--- config.mk ---
export PLATFORM = sky130hd
export DESIGN_NAME = xor_checked_packet_deframer_core
export DESIGN_NICKNAME = d
export VERILOG_FILES = /design/src/sv/xcpd_pkg.sv /design/src/sv/xcpd_ram.sv /design/src/sv/xcpd_front.sv /design/src/sv/xcpd_job_queue.sv /design/src/sv/xcpd_back.sv /design/src/sv/xor_checked_packet_deframer_core.sv
export SDC_FILE = /design/constraint.sdc
export NUM_CORES = 1
export LEC_CHECK = 0
export CAP_MARGIN = 0
export CORE_MARGIN = 3
export CORE_UTILIZATION = 50
export DETAILED_ROUTE_END_ITERATION = 7
export DONT_BUFFER_PORTS = 1
export GPL_ROUTABILITY_DRIVEN = 0
export REMOVE_ABC_BUFFERS = 1
export SETUP_SLACK_MARGIN = 0.02
export SKIP_CTS_REPAIR_TIMING = 1
export SYNTH_ARGS = -nofsm -noshare
export SYNTH_HDL_FRONTEND = slang
export SYNTH_SLANG_ARGS = --single-unit
--- constraint.sdc ---
create_clock -name i_clk -period 12.9 [get_ports i_clk]
set_input_delay 2.58 -clock i_clk [delete_from_list [all_inputs] [get_ports i_clk]]
set_output_delay 2.58 -clock i_clk [all_outputs]
set_load 0.02 [all_outputs]
--- src/sv/xcpd_pkg.sv ---
// ----------------------------------------------------------------------------
// xcpd_pkg: shared types and constants of the packet deframer
// Result kinds, configuration register indexes, reset values and the job
// descriptor that travels from the front end to the back end.
// ----------------------------------------------------------------------------
package xcpd_pkg;

    typedef logic [1:0] t_kind;

    localparam t_kind KIND_BYTE  = 2'd0;
    localparam t_kind KIND_EMPTY = 2'd1;
    localparam t_kind KIND_ERROR = 2'd2;

    typedef logic [1:0] t_cfg_idx;

    localparam t_cfg_idx CFG_SYNC_BYTE  = 2'd0;
    localparam t_cfg_idx CFG_MAX_LENGTH = 2'd1;

    localparam logic [7:0] SYNC_BYTE_RESET  = 8'hAA;
    localparam logic [5:0] MAX_LENGTH_RESET = 6'd32;

    localparam int JOBQ_DEPTH = 2;

    typedef struct packed {
        t_kind      kind;
        logic [7:0] command;
        logic [5:0] length;
    } t_job;

endpackage

--- src/sv/xcpd_ram.sv ---
// ----------------------------------------------------------------------------
// xcpd_ram: generic single-port-write, single-port-read RAM
// One write and one registered read per cycle.
// ----------------------------------------------------------------------------
module xcpd_ram #(
    parameter int WIDTH = 8,
    parameter int DEPTH = 32,
    localparam int AW = (DEPTH > 1) ? $clog2(DEPTH) : 1
) (
    input  logic             i_clk,
    input  logic             i_we,
    input  logic [AW-1:0]    i_waddr,
    input  logic [WIDTH-1:0] i_wdata,
    input  logic             i_re,
    input  logic [AW-1:0]    i_raddr,
    output logic [WIDTH-1:0] o_rdata
);

    logic [WIDTH-1:0] r_mem [DEPTH];
    logic [WIDTH-1:0] r_rdata;

    always_ff @(posedge i_clk) begin
        if (i_we) begin
            r_mem[i_waddr] <= i_wdata;
        end
        if (i_re) begin
            r_rdata <= r_mem[i_raddr];
        end
    end

    assign o_rdata = r_rdata;

endmodule

--- src/sv/xcpd_front.sv ---
// ----------------------------------------------------------------------------
// xcpd_front: frame parser
// Hunts for the sync byte, captures command and length, writes the payload
// into the store and turns the checksum byte into a job for the back end.
// ----------------------------------------------------------------------------
module xcpd_front #(
    parameter int MAX_PAYLOAD = 32,
    localparam int AW = (MAX_PAYLOAD > 1) ? $clog2(MAX_PAYLOAD) : 1
) (
    input  logic                i_clk,
    input  logic                i_rst_n,
    input  logic                i_cfg_we,
    input  xcpd_pkg::t_cfg_idx  i_cfg_idx,
    input  logic [7:0]          i_cfg_wdata,
    input  logic                i_push,
    output logic                o_full,
    input  logic [7:0]          i_rx_byte,
    input  logic                i_store_busy,
    input  logic                i_job_full,
    output logic                o_job_push,
    output xcpd_pkg::t_job      o_job,
    output logic                o_ram_we,
    output logic [AW-1:0]       o_ram_waddr,
    output logic [7:0]          o_ram_wdata
);

    typedef enum logic [2:0] {
        PH_HUNT,
        PH_CMD,
        PH_LEN,
        PH_DATA,
        PH_CHECK
    } t_phase;

    localparam logic [6:0] PAYLOAD_CAP = 7'(MAX_PAYLOAD);

    t_phase     r_phase;
    logic [7:0] r_sync_byte;
    logic [5:0] r_max_length;
    logic [7:0] r_command;
    logic [5:0] r_length;
    logic [5:0] r_fill;
    logic [7:0] r_xor;

    logic [6:0] limit;
    logic [5:0] fill_inc;
    logic       accept;

    assign limit    = ({1'b0, r_max_length} > PAYLOAD_CAP) ? PAYLOAD_CAP
                                                           : {1'b0, r_max_length};
    assign fill_inc = r_fill + 6'd1;

    assign o_full = ((r_phase == PH_CHECK) && i_job_full) ||
                    ((r_phase == PH_DATA) && i_store_busy);
    assign accept = i_push && !o_full;

    assign o_ram_we    = accept && (r_phase == PH_DATA);
    assign o_ram_waddr = r_fill[AW-1:0];
    assign o_ram_wdata = i_rx_byte;

    assign o_job_push     = accept && (r_phase == PH_CHECK);
    assign o_job.command  = r_command;
    assign o_job.length   = r_length;
    assign o_job.kind     = (i_rx_byte != r_xor) ? xcpd_pkg::KIND_ERROR :
                            (r_length == 6'd0)   ? xcpd_pkg::KIND_EMPTY :
                                                   xcpd_pkg::KIND_BYTE;

    always_ff @(posedge i_clk) begin
        if (!i_rst_n) begin
            r_phase      <= PH_HUNT;
            r_sync_byte  <= xcpd_pkg::SYNC_BYTE_RESET;
            r_max_length <= xcpd_pkg::MAX_LENGTH_RESET;
            r_command    <= 8'd0;
            r_length     <= 6'd0;
            r_fill       <= 6'd0;
            r_xor        <= 8'd0;
        end else begin
            if (i_cfg_we) begin
                case (i_cfg_idx)
                    xcpd_pkg::CFG_SYNC_BYTE:  r_sync_byte  <= i_cfg_wdata;
                    xcpd_pkg::CFG_MAX_LENGTH: r_max_length <= i_cfg_wdata[5:0];
                    default: ;
                endcase
            end
            if (accept) begin
                unique case (r_phase)
                    PH_HUNT: begin
                        if (i_rx_byte == r_sync_byte) begin
                            r_xor   <= 8'd0;
                            r_phase <= PH_CMD;
                        end
                    end
                    PH_CMD: begin
                        r_command <= i_rx_byte;
                        r_xor     <= r_xor ^ i_rx_byte;
                        r_phase   <= PH_LEN;
                    end
                    PH_LEN: begin
                        r_xor    <= r_xor ^ i_rx_byte;
                        r_fill   <= 6'd0;
                        r_length <= i_rx_byte[5:0];
                        if (i_rx_byte == 8'd0) begin
                            r_phase <= PH_CHECK;
                        end else if (i_rx_byte > {1'b0, limit}) begin
                            r_phase <= PH_HUNT;
                        end else begin
                            r_phase <= PH_DATA;
                        end
                    end
                    PH_DATA: begin
                        r_fill <= fill_inc;
                        r_xor  <= r_xor ^ i_rx_byte;
                        if (fill_inc >= r_length) begin
                            r_phase <= PH_CHECK;
                        end
                    end
                    PH_CHECK: begin
                        r_phase <= PH_HUNT;
                    end
                    default: begin
                        r_phase <= PH_HUNT;
                    end
                endcase
            end
        end
    end

    // The payload store is only written while no earlier packet is draining.
    assert property (@(posedge i_clk) disable iff (!i_rst_n)
        o_ram_we |-> !i_store_busy)
        else $error("payload written while the store is still being read");

    assert property (@(posedge i_clk) disable iff (!i_rst_n)
        (r_phase == PH_DATA) |-> (r_fill < r_length))
        else $error("fill count has passed the frame length");

endmodule

--- src/sv/xcpd_job_queue.sv ---
// ----------------------------------------------------------------------------
// xcpd_job_queue: short queue of packet jobs
// Decouples the frame parser from the result sequencer.
// ----------------------------------------------------------------------------
module xcpd_job_queue (
    input  logic            i_clk,
    input  logic            i_rst_n,
    input  logic            i_push,
    input  xcpd_pkg::t_job  i_job,
    output logic            o_full,
    input  logic            i_pop,
    output logic            o_valid,
    output xcpd_pkg::t_job  o_job
);

    localparam int PW = (xcpd_pkg::JOBQ_DEPTH > 1) ? $clog2(xcpd_pkg::JOBQ_DEPTH) : 1;
    localparam int CW = $clog2(xcpd_pkg::JOBQ_DEPTH + 1);
    localparam logic [CW-1:0] DEPTH_C = CW'(xcpd_pkg::JOBQ_DEPTH);
    localparam logic [PW-1:0] LAST_PTR = PW'(xcpd_pkg::JOBQ_DEPTH - 1);

    xcpd_pkg::t_job r_slot [xcpd_pkg::JOBQ_DEPTH];
    logic [PW-1:0]  r_wptr;
    logic [PW-1:0]  r_rptr;
    logic [CW-1:0]  r_count;

    logic do_push;
    logic do_pop;

    assign o_full  = (r_count == DEPTH_C);
    assign o_valid = (r_count != '0);
    assign o_job   = r_slot[r_rptr];
    assign do_push = i_push && !o_full;
    assign do_pop  = i_pop && o_valid;

    always_ff @(posedge i_clk) begin
        if (do_push) begin
            r_slot[r_wptr] <= i_job;
        end
    end

    always_ff @(posedge i_clk) begin
        if (!i_rst_n) begin
            r_wptr  <= '0;
            r_rptr  <= '0;
            r_count <= '0;
        end else begin
            if (do_push) begin
                r_wptr <= (r_wptr == LAST_PTR) ? '0 : r_wptr + 1'b1;
            end
            if (do_pop) begin
                r_rptr <= (r_rptr == LAST_PTR) ? '0 : r_rptr + 1'b1;
            end
            if (do_push && !do_pop) begin
                r_count <= r_count + 1'b1;
            end else if (do_pop && !do_push) begin
                r_count <= r_count - 1'b1;
            end
        end
    end

    assert property (@(posedge i_clk) disable iff (!i_rst_n)
        i_push |-> !o_full)
        else $error("job pushed into a full queue");

endmodule

--- src/sv/xcpd_back.sv ---
// ----------------------------------------------------------------------------
// xcpd_back: result sequencer
// Turns each job into result words, reading stored payload bytes one by one
// into the output register.
// ----------------------------------------------------------------------------
module xcpd_back #(
    parameter int MAX_PAYLOAD = 32,
    localparam int AW = (MAX_PAYLOAD > 1) ? $clog2(MAX_PAYLOAD) : 1
) (
    input  logic                i_clk,
    input  logic                i_rst_n,
    input  logic                i_job_valid,
    input  xcpd_pkg::t_job      i_job,
    output logic                o_job_pop,
    output logic                o_busy,
    output logic                o_ram_re,
    output logic [AW-1:0]       o_ram_raddr,
    input  logic [7:0]          i_ram_rdata,
    output logic                o_empty,
    input  logic                i_pop,
    output logic [1:0]          o_kind,
    output logic [7:0]          o_command,
    output logic [5:0]          o_length,
    output logic [4:0]          o_position,
    output logic [7:0]          o_data,
    output logic                o_last
);

    typedef enum logic [1:0] {
        S_IDLE,
        S_READ,
        S_WAIT
    } t_state;

    t_state     r_state;
    logic [7:0] r_command;
    logic [5:0] r_length;
    logic [5:0] r_idx;
    logic       r_out_valid;
    logic [1:0] r_kind;
    logic [7:0] r_out_command;
    logic [5:0] r_out_length;
    logic [4:0] r_position;
    logic [7:0] r_data;
    logic       r_last;

    logic       out_free;
    logic       out_load;
    logic       idx_last;

    assign out_free  = !r_out_valid || i_pop;
    assign idx_last  = ((r_idx + 6'd1) == r_length);
    assign o_job_pop = (r_state == S_IDLE) && i_job_valid &&
                       ((i_job.kind == xcpd_pkg::KIND_BYTE) || out_free);
    assign out_load  = ((r_state == S_IDLE) && o_job_pop &&
                        (i_job.kind != xcpd_pkg::KIND_BYTE)) ||
                       ((r_state == S_WAIT) && out_free);
    assign o_busy      = (r_state != S_IDLE);
    assign o_ram_re    = (r_state == S_READ);
    assign o_ram_raddr = r_idx[AW-1:0];

    assign o_empty    = !r_out_valid;
    assign o_kind     = r_kind;
    assign o_command  = r_out_command;
    assign o_length   = r_out_length;
    assign o_position = r_position;
    assign o_data     = r_data;
    assign o_last     = r_last;

    always_ff @(posedge i_clk) begin
        if (!i_rst_n) begin
            r_state     <= S_IDLE;
            r_out_valid <= 1'b0;
            r_idx       <= 6'd0;
        end else begin
            if (out_load) begin
                r_out_valid <= 1'b1;
            end else if (i_pop && r_out_valid) begin
                r_out_valid <= 1'b0;
            end
            unique case (r_state)
                S_IDLE: begin
                    if (o_job_pop) begin
                        if (i_job.kind == xcpd_pkg::KIND_BYTE) begin
                            r_command <= i_job.command;
                            r_length  <= i_job.length;
                            r_idx     <= 6'd0;
                            r_state   <= S_READ;
                        end else begin
                            r_kind        <= i_job.kind;
                            r_out_command <= i_job.command;
                            r_out_length  <= i_job.length;
                            r_position    <= 5'd0;
                            r_data        <= 8'd0;
                            r_last        <= 1'b1;
                        end
                    end
                end
                S_READ: begin
                    r_state <= S_WAIT;
                end
                S_WAIT: begin
                    if (out_free) begin
                        r_kind        <= xcpd_pkg::KIND_BYTE;
                        r_out_command <= r_command;
                        r_out_length  <= r_length;
                        r_position    <= r_idx[4:0];
                        r_data        <= i_ram_rdata;
                        r_last        <= idx_last;
                        if (idx_last) begin
                            r_state <= S_IDLE;
                        end else begin
                            r_idx   <= r_idx + 6'd1;
                            r_state <= S_READ;
                        end
                    end
                end
                default: begin
                    r_state <= S_IDLE;
                end
            endcase
        end
    end

    assert property (@(posedge i_clk) disable iff (!i_rst_n)
        (r_state != S_IDLE) |-> (r_idx < r_length))
        else $error("payload index has passed the packet length");

    assert property (@(posedge i_clk) disable iff (!i_rst_n)
        o_job_pop |-> i_job_valid)
        else $error("job taken from an empty queue");

endmodule

--- src/sv/xor_checked_packet_deframer_core.sv ---
// ----------------------------------------------------------------------------
// xor_checked_packet_deframer_core: sync / command / length / payload / XOR
// deframer. A parser front end feeds packet jobs through a short queue to a
// sequencer that emits one result word per payload byte, or one word for an
// empty packet or a checksum error.
//
//   channel   direction  handshake           fields
//   input     in         push / full         rx_byte
//   result    out        empty / pop         kind command length position
//                                            data last
//   config    in         i_cfg_we            i_cfg_idx i_cfg_wdata
//
// The parser takes an input byte whenever push is high and full is low.
// Each payload result passes the sequencer states S_READ and S_WAIT, due to the
// single registered RAM read port; empty and error results skip both states.
// Reset is synchronous and needs no clearing pass; the payload RAM is not reset.
// full is raised on a checksum byte while the job queue is full, and on a
// payload byte while an earlier job is still queued or being read out.
// ----------------------------------------------------------------------------
module xor_checked_packet_deframer_core #(
    parameter int MAX_PAYLOAD = 32
) (
    input  logic                i_clk,
    input  logic                i_rst_n,
    input  logic                i_cfg_we,
    input  xcpd_pkg::t_cfg_idx  i_cfg_idx,
    input  logic [7:0]          i_cfg_wdata,
    input  logic                push,
    output logic                full,
    input  logic [7:0]          i_rx_byte,
    output logic                empty,
    input  logic                pop,
    output logic [1:0]          o_kind,
    output logic [7:0]          o_command,
    output logic [5:0]          o_length,
    output logic [4:0]          o_position,
    output logic [7:0]          o_data,
    output logic                o_last
);

    localparam int AW = (MAX_PAYLOAD > 1) ? $clog2(MAX_PAYLOAD) : 1;

    logic           job_push;
    xcpd_pkg::t_job job_in;
    logic           job_full;
    logic           job_pop;
    logic           job_valid;
    xcpd_pkg::t_job job_out;
    logic           back_busy;
    logic           store_busy;
    logic           ram_we;
    logic [AW-1:0]  ram_waddr;
    logic [7:0]     ram_wdata;
    logic           ram_re;
    logic [AW-1:0]  ram_raddr;
    logic [7:0]     ram_rdata;

    assign store_busy = back_busy || job_valid;

    xcpd_front #(
        .MAX_PAYLOAD(MAX_PAYLOAD)
    ) u_front (
        .i_clk        (i_clk),
        .i_rst_n      (i_rst_n),
        .i_cfg_we     (i_cfg_we),
        .i_cfg_idx    (i_cfg_idx),
        .i_cfg_wdata  (i_cfg_wdata),
        .i_push       (push),
        .o_full       (full),
        .i_rx_byte    (i_rx_byte),
        .i_store_busy (store_busy),
        .i_job_full   (job_full),
        .o_job_push   (job_push),
        .o_job        (job_in),
        .o_ram_we     (ram_we),
        .o_ram_waddr  (ram_waddr),
        .o_ram_wdata  (ram_wdata)
    );

    xcpd_ram #(
        .WIDTH(8),
        .DEPTH(MAX_PAYLOAD)
    ) u_store (
        .i_clk   (i_clk),
        .i_we    (ram_we),
        .i_waddr (ram_waddr),
        .i_wdata (ram_wdata),
        .i_re    (ram_re),
        .i_raddr (ram_raddr),
        .o_rdata (ram_rdata)
    );

    xcpd_job_queue u_jobq (
        .i_clk   (i_clk),
        .i_rst_n (i_rst_n),
        .i_push  (job_push),
        .i_job   (job_in),
        .o_full  (job_full),
        .i_pop   (job_pop),
        .o_valid (job_valid),
        .o_job   (job_out)
    );

    xcpd_back #(
        .MAX_PAYLOAD(MAX_PAYLOAD)
    ) u_back (
        .i_clk       (i_clk),
        .i_rst_n     (i_rst_n),
        .i_job_valid (job_valid),
        .i_job       (job_out),
        .o_job_pop   (job_pop),
        .o_busy      (back_busy),
        .o_ram_re    (ram_re),
        .o_ram_raddr (ram_raddr),
        .i_ram_rdata (ram_rdata),
        .o_empty     (empty),
        .i_pop       (pop),
        .o_kind      (o_kind),
        .o_command   (o_command),
        .o_length    (o_length),
        .o_position  (o_position),
        .o_data      (o_data),
        .o_last      (o_last)
    );

endmodule
; After elaboration in Yosys (flattened, before gate mapping)
; Memories as Yosys holds them, arrays and structs flattened. A register that Yosys moved wholly into a read port is not among the register bits.
; Index checks and enable logic that the tools add are counted.
[totals]
regBits = 102
ramBits = 288
in_bits = 23
out_inout_bits = 32
elab_cells = 159
memories = 2
[memory_table]
columns = name, words, word_bits, read_ports, rd_ports_with_merged_regs, write_ports, line_no
row1 = u_store.r_mem, 32, 8, 1, 1, 1, xcpd_ram.sv:19  ; logic [WIDTH-1:0] r_mem [DEPTH];
row2 = u_jobq.r_slot, 2, 16, 1, 1, 1, xcpd_job_queue.sv:21  ; xcpd_pkg::t_job r_slot [xcpd_pkg::JOBQ_DEPTH];
[op_classes]
addsub = 6
n_lt_le_gt_ge = 3
eq_ne = 18
muxes = 57
bitwise_logic = 1
n_reduce_logical = 51
[ops]
columns = op, count
row1 = $mux W8, 7
row2 = $mux W6, 8
row3 = $pmux W8 S2, 3
row4 = $pmux W6 S2, 3
row5 = $mux W2, 10
row6 = $reduce_bool A2 Y1, 8
row7 = $logic_and A1 B1 Y1, 15
row8 = $mux W1, 15
row9 = $mux W5, 3
row10 = $add A6 B1 Y6 const B, 2
row11 = $pmux W3 S4, 1
row12 = $pmux W5 S2, 1
row13 = $reduce_and A2 Y1, 5
row14 = $reduce_and A5 Y1, 2
row15 = $mux W3, 3
row16 = $reduce_and A3 Y1, 3
row17 = $eq A8 B8 Y1, 1
row18 = $gt A8 B7 Y1, 1
row19 = $logic_not A8 Y1, 1
row20 = $ne A2 B2 Y1 const B, 4
row21 = $ne A8 B8 Y1, 1
row22 = $xor A8 B8 Y8, 1
row23 = $eq A3 B2 Y1 const B, 2
row24 = $eq A6 B6 Y1, 1
row25 = other kinds (20), 35

; Longest topological paths before layout
[depth]
depth_word = 12
mapped_depth = 10
depth_no_buf = 9

; Modules after synthesis
; Synthesis repeated with hierarchy kept, for this count alone.
[unflattened]
cells_unflattened = 1009
hier_area_um2 = 16636.0
[by_module_without_submodules]
columns = mod, instances, cells_per_inst, area_per_inst_um2, seq_area_each_um2
row1 = xcpd_ram, 1, 417, 10133.5, 7927.6
row2 = xcpd_front, 1, 302, 2678.8, 900.9
row3 = xcpd_back, 1, 214, 2427.3, 1501.4
row4 = xcpd_job_queue, 1, 75, 1390.1, 1061.0
row5 = xor_checked_packet_deframer_core, 1, 1, 6.3, 0.0

; Worst setup path before layout
; No wires, ideal clock.
[synth_timing]
path_type = input to register
startpoint = input i_rst_n
endpoint = register u_back.r_out_command[0], in the netlist u_back.o_command[0], enable pin
setup_time_ps = 493
arrival_ps = 5902
t_required_ps = 12407
slack_ps = 6506
path_stages = 3
n_path_buf = 1
cell_sequence = clkinv_1 -> clkbuf_1 -> nor4_1
[synth_between]
elab_chain_cells = 1
[synth_lines]
columns = item, line_no
row1 = start: declaration, xor_checked_packet_deframer_core.sv:24  ; input logic i_rst_n,
row2 = $reduce_and A5 Y1 (no line), --
row3 = end signal: assignment, xcpd_back.sv:91  ; r_out_command <= i_job.command;
row4 = end signal: assignment, xcpd_back.sv:105  ; r_out_command <= r_command;
row5 = end: declaration, xcpd_back.sv:41  ; logic [7:0] r_out_command;
; Every way passes these cells.
; A chain may end at the register's enable or synchronous reset.

; Worst setup path in the final report
[layout_timing]
startpoint = register u_back.r_state[1]
endpoint = output full
[layout_between]
elab_chain_cells = 4
[layout_lines]
columns = item, line_no
row1 = start: declaration, xcpd_back.sv:35  ; t_state r_state;
row2 = start signal: assignment, xcpd_back.sv:72  ; r_state <= S_IDLE;
row3 = start signal: assignment, xcpd_back.sv:88  ; r_state <= S_READ;
row4 = start signal: assignment, xcpd_back.sv:100  ; r_state <= S_WAIT;
row5 = $reduce_bool A2 Y1, xcpd_back.sv:58  ; assign o_busy = (r_state != S_IDLE);
row6 = $logic_or A1 B1 Y1, xor_checked_packet_deframer_core.sv:58  ; assign store_busy = back_busy || job_valid;
row7 = $logic_and A1 B1 Y1, xcpd_front.sv:54  ; ((r_phase == PH_DATA) && i_store_busy);
row8 = $logic_or A1 B1 Y1, xcpd_front.sv:53  ; assign o_full = ((r_phase == PH_CHECK) && i_job_full) ||
row9 = end: declaration, xor_checked_packet_deframer_core.sv:29  ; output logic full,
; Every way passes these cells.

==> results by group <==
Run status
  – Outcome: completed

Power and ir drop
  – Leak Pwr: 5.67 nW
  – Power Density: 156 mW/mm2
  – Worst VDD drop: 0.0000890 V

CTS
  – Worst-skew pair later-pin latency: 0.53 ns
  – CTS tree: done
  – Max clock buf depth: 3
  – CTS buffer count: 41
  – CTS Sinks: 399
  – H-tree levels: 2
  – Root Buffer: clkbuf_16
  – Clock Pin Slew Worst Setup and Hold Paths: 0.06 ns

Synth
  – Cell Area, Synth: 0.0162 mm2
  – Post-synth top flop: edfxtp_1
  – Synth top cells by count: edfxtp_1 (340), nor2_1 (134), mux4_2 (80)
  – Most common cell in the netlist: edfxtp_1
  – Seq/Total Area, Yosys: 70.5%
  – Synthesis-stage register bit count: 399
  – Synth async-reset ratio: 0%
  – Share of the synthesized area in the top cell type: 63.2%
  – Netlist cell types: 51
  – Synth Warn #: 0
  – Avg Inst Size Synth: 16.7 um2
  – Post-Syn Instances: 967
  – Yosys top cell by area: edfxtp_1
  – Post-synth EDFFs: 340
  – Synth top area cells: edfxtp_1 (63%), mux4_2 (11%), dfxtp_1 (7.3%)

Worst setup path
  – Critical path class: reg -> out
  – Worst path bufs/invs: 1
  – Critical path arrival: 2.02 ns
  – CP Max Fanout: 6
  – Crit path largest cell delay: 0.73 ns
  – CP required: 10.32 ns
  – Worst path top cell family by delay: simple AND/OR/NAND/NOR gates
  – Worst R2R Path Depth: 9
  – Slowest cell on crit path: nor4_1
  – WP depth: 3
  – CP cell instances: nor4_1 -> o32a_1 -> inv_1
  – Critical path capture point type: output port
  – Worst setup SP type: flop

Job
  – Max-Cap Viols: 0

STA
  – Final setup fails: 0
  – Fin crit period: 4.60 ns
  – Worst slew margin: 34.0%
  – Fmax: 217 MHz
  – Final slew viol count: 0
  – Clock Skews: 0.0210 ns
  – Final Hold Vio Count: 0
  – Slew @ Worst Pin: 0.988 ns
  – Worst Slack Setup Final: 8.30 ns
  – Fin Setup TNS: 0 ns
  – RSZ-0062 raised after global routing: no
  – Tcrit/Tclk final: 35.7%

Final layout
  – Layout cells sized above 1: 17.8%
  – Register Area: 0.0114 mm2
  – Util after Layout: 56.3%
  – Fillers: 2,375
  – Area of the multi-input gates: 0.00450 mm2
  – Area growth syn-to-layout: 10.4%
  – Final net count: 1,009

Global routing
  – Total global-route track usage: 20.0%
  – Largest net degree at the start of global routing: 70
  – First-pass GRT wire length: 51,100 um
  – Initial antenna violation count: 1
  – Grt ovf: 0
  – Vias in the first global route: 8,198

Route
  – First-pass DRT Iterations: 5
  – Vias: 8,199
  – DRC: 0
  – Antenna viol nets, final: 0
  – Detailed Route WL: 33,700 um
  – Routed vias/inst: 5.85
  – Iteration-0 DRC Markers: 685
  – Avg WL per Cell: 24.0 um

Min path
  – Hold path depth: 0
  – Hold/Removal Path Class: reg -> reg

Floorplanning
  – Die X: 186 um
  – Die Y: 186 um
  – Die Area: 0.0345 mm2
  – Core area: 0.0317 mm2
  – I/O pin total: 55
  – Initial Utilization: 51.0%
  – Row Count: 65

Place
  – IO Port Bufs: 0
  – Pre-CTS setup slack: 8.18 ns
  – Hpwl dp: 20,300 um
==> logic make-up after synthesis <==
family / count (synthesis) / share of synthesized area [%]
flops: 399 / 70.5
fa+ha+maj: 18 / 1.39
simple gates: 249 / 7.28
buf+inv: 68 / 1.73
mux: 129 / 14.4
compound gates: 72 / 2.93
xor+xnor: 32 / 1.83
==> layout by cell type (no fill, tap or decap), types with 11 or more instances in the layout <==
| master | netlist | final |
|---|---|---|
| edfxtp_1 | 340 | 340 |
| nor2_1 | 134 | 134 |
| mux4_2 | 80 | 80 |
| dfxtp_1 | 59 | 57 |
| clkbuf_16 | 0 | 43 |
| mux2i_1 | 27 | 27 |
| nand2_1 | 24 | 24 |
| xor2_1 | 24 | 24 |
| mux2_2 | 22 | 22 |
| a21oi_1 | 22 | 22 |
| ha_1 | 18 | 18 |
| and2_1 | 17 | 17 |
| inv_1 | 14 | 14 |
| nand3b_1 | 13 | 13 |
| clkbuf_1 | 34 | 11 |
| buf_4 | 0 | 11 |
==> worst reg2reg max path, stage by stage, from the launching register on <==
cell       delay (ns)
dfxtp_1          0.68
nand3_1          0.38
nor3_1           0.39
xor2_1           0.23
ha_1             0.28
and3_1           0.17
a2111oi_0        0.29
o21ai_0          0.30
and3_1           0.26
a211oi_1         0.21
==> cell type report <==
type | instances | share of cell area (%)
flip-flops and latches | 399 | 63.8
multi-input cells | 500 | 25.2
clock buffers | 58 | 6.57
well taps | 402 | 2.82
clock inverters | 15 | 0.757
repair buffers | 11 | 0.463
inverters | 15 | 0.315
diodes | 1 | 0.0140
==> metrics by stage <==
| stage | hold slack [ns] | instance area (um2) | power (W) | instances |
|---|---|---|---|---|
| finish | 0.456 | 17800 | 0.00278 | 1401 |
| global route | 0.474 | 17800 | 0.00288 | 1400 |
| CTS | 0.456 | 17800 | 0.00280 | 1400 |
| detailed placement | 0.440 | 16500 | 0.00167 | 1327 |
| global placement | 0.433 | 16500 | 0.00167 | 1327 |
| floorplan | 0.425 | 15900 | 0.00163 | 914 |
==> power by group <==
part	leakage [nW]	switching, W	internal, W
Clock	0.634	0.000463	0.000673
Combinational	1.51	0.0000869	0.0000589
Sequential	3.53	0.0000473	0.00145
==> path summary, 6_finish.rpt <==
path         slack (ns)            startpoint              endpoint
min                0.46  u_front.r_command[5]  u_jobq.r_slot[1][11]
min reg2reg        0.46  u_front.r_command[5]  u_jobq.r_slot[1][11]
max reg2reg        9.63     u_front.r_fill[2]    u_front.r_phase[0]
max                8.30     u_back.r_state[1]                  full
==> state kept, by name, indices dropped and copies added (netlist names), 2 cells and up, named ones only <==
| register | cells |
|---|---|
| u_back.o_command | 8 |
| u_back.o_data | 8 |
| u_back.o_kind | 2 |
| u_back.o_length | 6 |
| u_back.o_position | 5 |
| u_back.r_command | 8 |
| u_back.r_idx | 6 |
| u_back.r_length | 6 |
| u_back.r_state | 2 |
| u_front.r_command | 8 |
| u_front.r_fill | 6 |
| u_front.r_length | 6 |
| u_front.r_max_length | 6 |
| u_front.r_phase | 3 |
| u_front.r_sync_byte | 8 |
| u_front.r_xor | 8 |
| u_jobq.r_count | 2 |
| u_jobq.r_slot | 32 |
| u_store.o_rdata | 8 |
| u_store.r_mem | 256 |
==> per-layer routing <==
metal / wire, um / track usage, %
met5: 0 / 0
met2: 15700 / 30.6
met1: 15000 / 29.2
met4: 637 / 5.06
met3: 2350 / 4.81
(Power assumes the default switching activity.)
